`config.mk`:
```
export PLATFORM = sky130hd
export DESIGN_NAME = lass_cell
export DESIGN_NICKNAME = d
export VERILOG_FILES = /design/src/hdl/lass_pkg.sv /design/src/hdl/lass_cell.sv
export SDC_FILE = /design/constraint.sdc
export NUM_CORES = 1
export LEC_CHECK = 0
export ABC_AREA = 1
export CAP_MARGIN = 20
export CORE_MARGIN = 5
export CORE_UTILIZATION = 45
export CTS_CLUSTER_DIAMETER = 50
export DETAILED_ROUTE_END_ITERATION = 6
export DONT_BUFFER_PORTS = 1
export HOLD_SLACK_MARGIN = 0.1
export MAX_ROUTING_LAYER = met4
export REMOVE_ABC_BUFFERS = 1
export SYNTH_ARGS = -nofsm -noshare
export SYNTH_HDL_FRONTEND = slang
export SYNTH_SLANG_ARGS = --single-unit
```
`constraint.sdc`:
```
create_clock -name clk -period 2.3 [get_ports clk]
set_input_delay 0.46 -clock clk [delete_from_list [all_inputs] [get_ports clk]]
set_output_delay 0.46 -clock clk [all_outputs]
set_load 0.02 [all_outputs]
```
`src/hdl/lass_pkg.sv`:
```
// ----------------------------------------------------------------------------
// lass_pkg - shared types for the least-attained-service scheduler
// Field widths of the item channels and the command broadcast to the cells.
// ----------------------------------------------------------------------------
package lass_pkg;

    localparam int LEN_W  = 16;
    localparam int TAG_W  = 16;
    localparam int CNT_W  = 32;
    localparam int FLOW_W = 4;

    // command broadcast from the sequencer to every flow cell
    typedef struct packed {
        logic             enq;
        logic             pop;
        logic             add;
        logic [LEN_W-1:0] plen;
    } lass_cmd_t;

endpackage

```
`src/hdl/lass_cell.sv`:
```
// ----------------------------------------------------------------------------
// lass_cell - one flow of the scheduler
// Holds the flow's service count, fill and ring pointers, and takes part in
// the minimum search that ripples one cell per cycle along the row.
// ----------------------------------------------------------------------------
module lass_cell #(
    parameter int IDX     = 0,
    parameter int IDX_W   = 4,
    parameter int PTR_W   = 4,
    parameter int FILL_W  = 5,
    parameter int DEPTH   = 16
) (
    input  logic                        clk,
    input  logic                        rst_n,
    input  lass_pkg::lass_cmd_t         cmd,
    input  logic                        sel,
    input  logic                        tok_in,
    input  logic                        found_in,
    input  logic [IDX_W-1:0]            flow_in,
    input  logic [lass_pkg::CNT_W-1:0]  count_in,
    output logic                        tok_out,
    output logic                        found_out,
    output logic [IDX_W-1:0]            flow_out,
    output logic [lass_pkg::CNT_W-1:0]  count_out,
    output logic                        full,
    output logic [PTR_W-1:0]            head,
    output logic [PTR_W-1:0]            tail
);
    logic [lass_pkg::CNT_W-1:0] count_reg;
    logic [FILL_W-1:0]          fill_reg;
    logic [PTR_W-1:0]           head_reg;
    logic [PTR_W-1:0]           tail_reg;
    logic                       tok_reg;
    logic                       found_reg;
    logic [IDX_W-1:0]           flow_reg;
    logic [lass_pkg::CNT_W-1:0] cnt_reg;
    logic                       take;
    logic [lass_pkg::CNT_W:0]   sum;

    assign take = tok_in && (fill_reg != '0) && (!found_in || count_reg < count_in);
    assign sum  = {1'b0, count_reg} + {{(lass_pkg::CNT_W + 1 - lass_pkg::LEN_W){1'b0}},
                  cmd.plen};
    assign full = (fill_reg == FILL_W'(DEPTH));

    always_ff @(posedge clk or negedge rst_n)
    begin
        if (!rst_n)
        begin
            count_reg <= '0;
            fill_reg  <= '0;
            head_reg  <= '0;
            tail_reg  <= '0;
            tok_reg   <= 1'b0;
            found_reg <= 1'b0;
            flow_reg  <= '0;
            cnt_reg   <= '0;
        end
        else
        begin
            // advance the search candidate to the next cell
            tok_reg   <= tok_in;
            found_reg <= found_in || take;
            flow_reg  <= take ? IDX_W'(IDX) : flow_in;
            cnt_reg   <= take ? count_reg : count_in;
            if (sel && cmd.enq)
            begin
                tail_reg <= (tail_reg == PTR_W'(DEPTH - 1)) ? '0 : tail_reg + 1'b1;
                fill_reg <= fill_reg + 1'b1;
            end
            if (sel && cmd.pop)
            begin
                head_reg <= (head_reg == PTR_W'(DEPTH - 1)) ? '0 : head_reg + 1'b1;
                fill_reg <= fill_reg - 1'b1;
            end
            if (sel && cmd.add)
            begin
                // clear once drained, else add the length, saturating
                if (fill_reg == '0)
                    count_reg <= '0;
                else if (sum[lass_pkg::CNT_W])
                    count_reg <= '1;
                else
                    count_reg <= sum[lass_pkg::CNT_W-1:0];
            end
        end
    end

    assign tok_out   = tok_reg;
    assign found_out = found_reg;
    assign flow_out  = flow_reg;
    assign count_out = cnt_reg;
    assign head      = head_reg;
    assign tail      = tail_reg;
endmodule

```
==> results.md <==
- Final Critical Period: approximately 2.1 ns
- Nets@finish: 949
- Multi-input combinational cell area: 0.00336 sq mm
- Hold WS: -0.195 ns
- Netlist cell types: 33
- Worst vdd ir: 430 uV
- Layout area overhead: 16.1%
- Async set-reset flop share out of synthesis: 100%
- Via Count: 5177
- Mapped Cells: 804
- Crit path arrival time: 2.38 ns
- Crit Reg-Reg Startpoint: count_reg[3]
- Row count: 41
- H-tree depth: 3
- Rel. slew slack: 34.2%
- Port-buffer cells: 0
- Max-slew violation count: 0
- Setup crit start kind: flip-flop
- PwrDens: 979 mW/mm^2
- Leak Pwr: around 3.6 nW
- Outcome: complete, but fails checks
- Placed Area: 0.00613 sq mm
- Chip width: ~120 microns
- RSZ-0062 raised after global routing: true
- Mapped Area: around 0.0057 sq mm
- Seq. cell area: 0.00208 sq mm
- Layout cell share with drive strength beyond 1: 11.8%
- Combinational Power Share: 41.7%
- Hpwl dp: 12500 microns
- Final period util: 93.2%
- Seq/Total Area, Yosys: 36.1%
- Clock buffer depth: 2
- CP Max Fanout: 8
- Clock transition at the registers of the reported paths: 0.06 ns
- Failing checks: hold timing
- RePlAce Congestion: 0.904
- Synthesized area per cell: between 7 and 8 sq um
- Flop pwr share: 37.6%
- Initial antenna violation count: 0
- Number of vias per cell: slightly above 5
- Max cap viols: 0
- Maximum clock rate: 0.467 GHz
- Crit path required time: around 2.5 ns
- Synth Register Bits: 83
- Final total power: between 6 and 7 mW
- Hold Violations, Final: 83
- Initial drt markers: 307
- Crit end category: flip-flop
- Ys flop type: dfrtp_1
- Core area: 0.0126 sq mm
- Antenna viol nets, final: 0
- Number of global-route vias before repair: 5091
- HP Class: in -> async
- Setup CP Type: reg -> reg
- Clock power share: between 20% and 30%
- Cell Count, Final, Fillers Out: 1011
- Synth warn: 0
- Die Ht: 123 microns
- Clock Sinks: 83
- Slowest stage delay, CP: 0.42 ns
- DR DRC count: 0
- Post-synth EDFFs: 0
- Root Buffer: clkbuf_16
- Most frequent CP cell: nand2_1
- Worst-Skew Late Latency: roughly 0.35 ns
- Worst path slowest cell: dfrtp_1
- First-pass GRT wire length: 25900 microns
- GRT Overall Usage: 22.7%
- Largest net degree at the start of global routing: 84
- Routed len/inst: 16.9 microns
- Setup TNS: 0 ns
- Area leader, netlist: dfrtp_1
- Drt pass-1 iters: 5
- Main area contributors after synthesis: dfrtp_1 (36%), nand2_1 (19%), ha_1 (11%), nand3_1 (6.4%), inv_1 (6.1%)
- Crit. Startpoint: count_reg[3]
- CP top delay family: simple AND/OR/NAND/NOR gates
- Final wirelength: 17100 microns
- Final Skew: approximately 0.0048 ns
- Ordered cell list for the critical path: ha_1 > a21oi_1 > nand2_1 > nand2_1 > nand2_1 > nand2_1 > nand2_2 > nand2_2 > nand2_2 > nand2_4 > nand2_8 > clkbuf_16 > nand2_1 > nand2_1
- Sw frac: 43.0%
- Die area: 0.0151 sq mm
- Starting density of the core: 45.7%
- Worst Max-Slew Pin Slew: between 0.9 and 1 ns
- Final setup fails: 0
- Overflow after GRT: 0
- TritonCTS Buffers: 9
- # placed instances: 987
- Design area: approximately 0.0067 sq mm
- Sw power: 2.81 mW
- WP buf/inv: 1
- Fillers: 1266
- Cell Int Power: 3.73 mW
- Synth top area share: 36.1%
- Top Ports: ~110
- CTS tree: built
- Ant diodes: 0
[kinds of logic after synthesis]
kind of cell | synth area share, %
compound gates | 7.01
xor+xnor | 3.05
fa+ha+maj | 12.0
buf+inv | 7.84
flops | 36.1
simple gates | 33.9
[power by group through the flow]
stage          combinational (mW)  sequential, mW  clock, mW
2_1_floorplan                1.80            2.36          0
3_3_place_gp                 2.43            2.44          0
3_5_place_dp                 2.47            2.46          0
4_1_cts                      2.49            2.44       1.39
5_1_grt                      3.12            2.51       1.46
6_report                     2.73            2.46       1.35
[cell usage after synthesis, drive strengths merged (5+ instances only)]
| master | count |
|---|---|
| xor2 | 17 |
| nand2 | 300 |
| nand3 | 82 |
| nor2 | 44 |
| nor3 | 7 |
| nand4 | 5 |
| nor4 | 6 |
| ha | 52 |
| o21ai | 36 |
| clkbuf | 8 |
| buf | 10 |
| dfrtp | 83 |
| a21oi | 37 |
| or2 | 5 |
| inv | 97 |
[routing by layer]
layer	global-route usage, %	up-vias	share of wire [%]
met4	5.12	0	1.2
met1	29.5	2396	46
met5	-	-	0
li1	-	2630	-
met2	36.8	135	47
met3	4.48	16	5.9
[layout make-up]
cell class | count | area share (%)
sequential | 83 | 31.2
tap | 172 | 3.23
timing repair buffer | 38 | 5.68
clock inverter | 4 | 0.413
inverter | 98 | 5.55
multi-input combinational | 605 | 50.3
clock buffer | 11 | 3.64
[worst paths after layout]
path                                      end  slack (ns)  cells past startpoint
min in group clk                      tok_out        0.14                      0
worst max register to register   count_out[8]        0.16                     14
worst max-delay path             count_out[8]        0.16                     14
worst min-delay path              fill_reg[1]       -0.19                      0
worst min register to register    fill_reg[0]        0.51                      1
max in group asynchronous       count_reg[25]        2.38                      0
[through the flow]
stage / setup slack, ns / utilization, %
after floorplan: -0.213 / -
after global placement: 0.0467 / 48.8
after detailed placement: 0.000399 / 48.8
after CTS: 0.0526 / 51.0
after global routing: -0.0150 / 53.1
final: 0.156 / 53.1
[timing repair]
item | in CTS | in global routing
endpoints found under the setup margin | 0 | 63
gates resized for setup | 0 | 31
setup buffers | 0 | 5
endpoints found under the hold margin | 83 | 83
[placed cells by master, fill, tap and decap left out, types with 3 or more instances in the layout]
master / count
nand3_1: 74
buf_4: 31
or2_2: 4
o21ai_1: 8
a21boi_0: 4
nor4_1: 5
nor2_1: 40
clkbuf_16: 12
a21oi_1: 32
nand4_1: 5
xor2_1: 17
nand3_2: 8
nand2_2: 7
a21oi_2: 5
nand2_1: 291
nor3_1: 6
buf_12: 3
xnor2_1: 3
o21ai_0: 28
inv_1: 93
ha_4: 6
dfrtp_1: 81
ha_1: 44
inv_2: 3
Note: power is estimated with default switching activity, not from simulation.
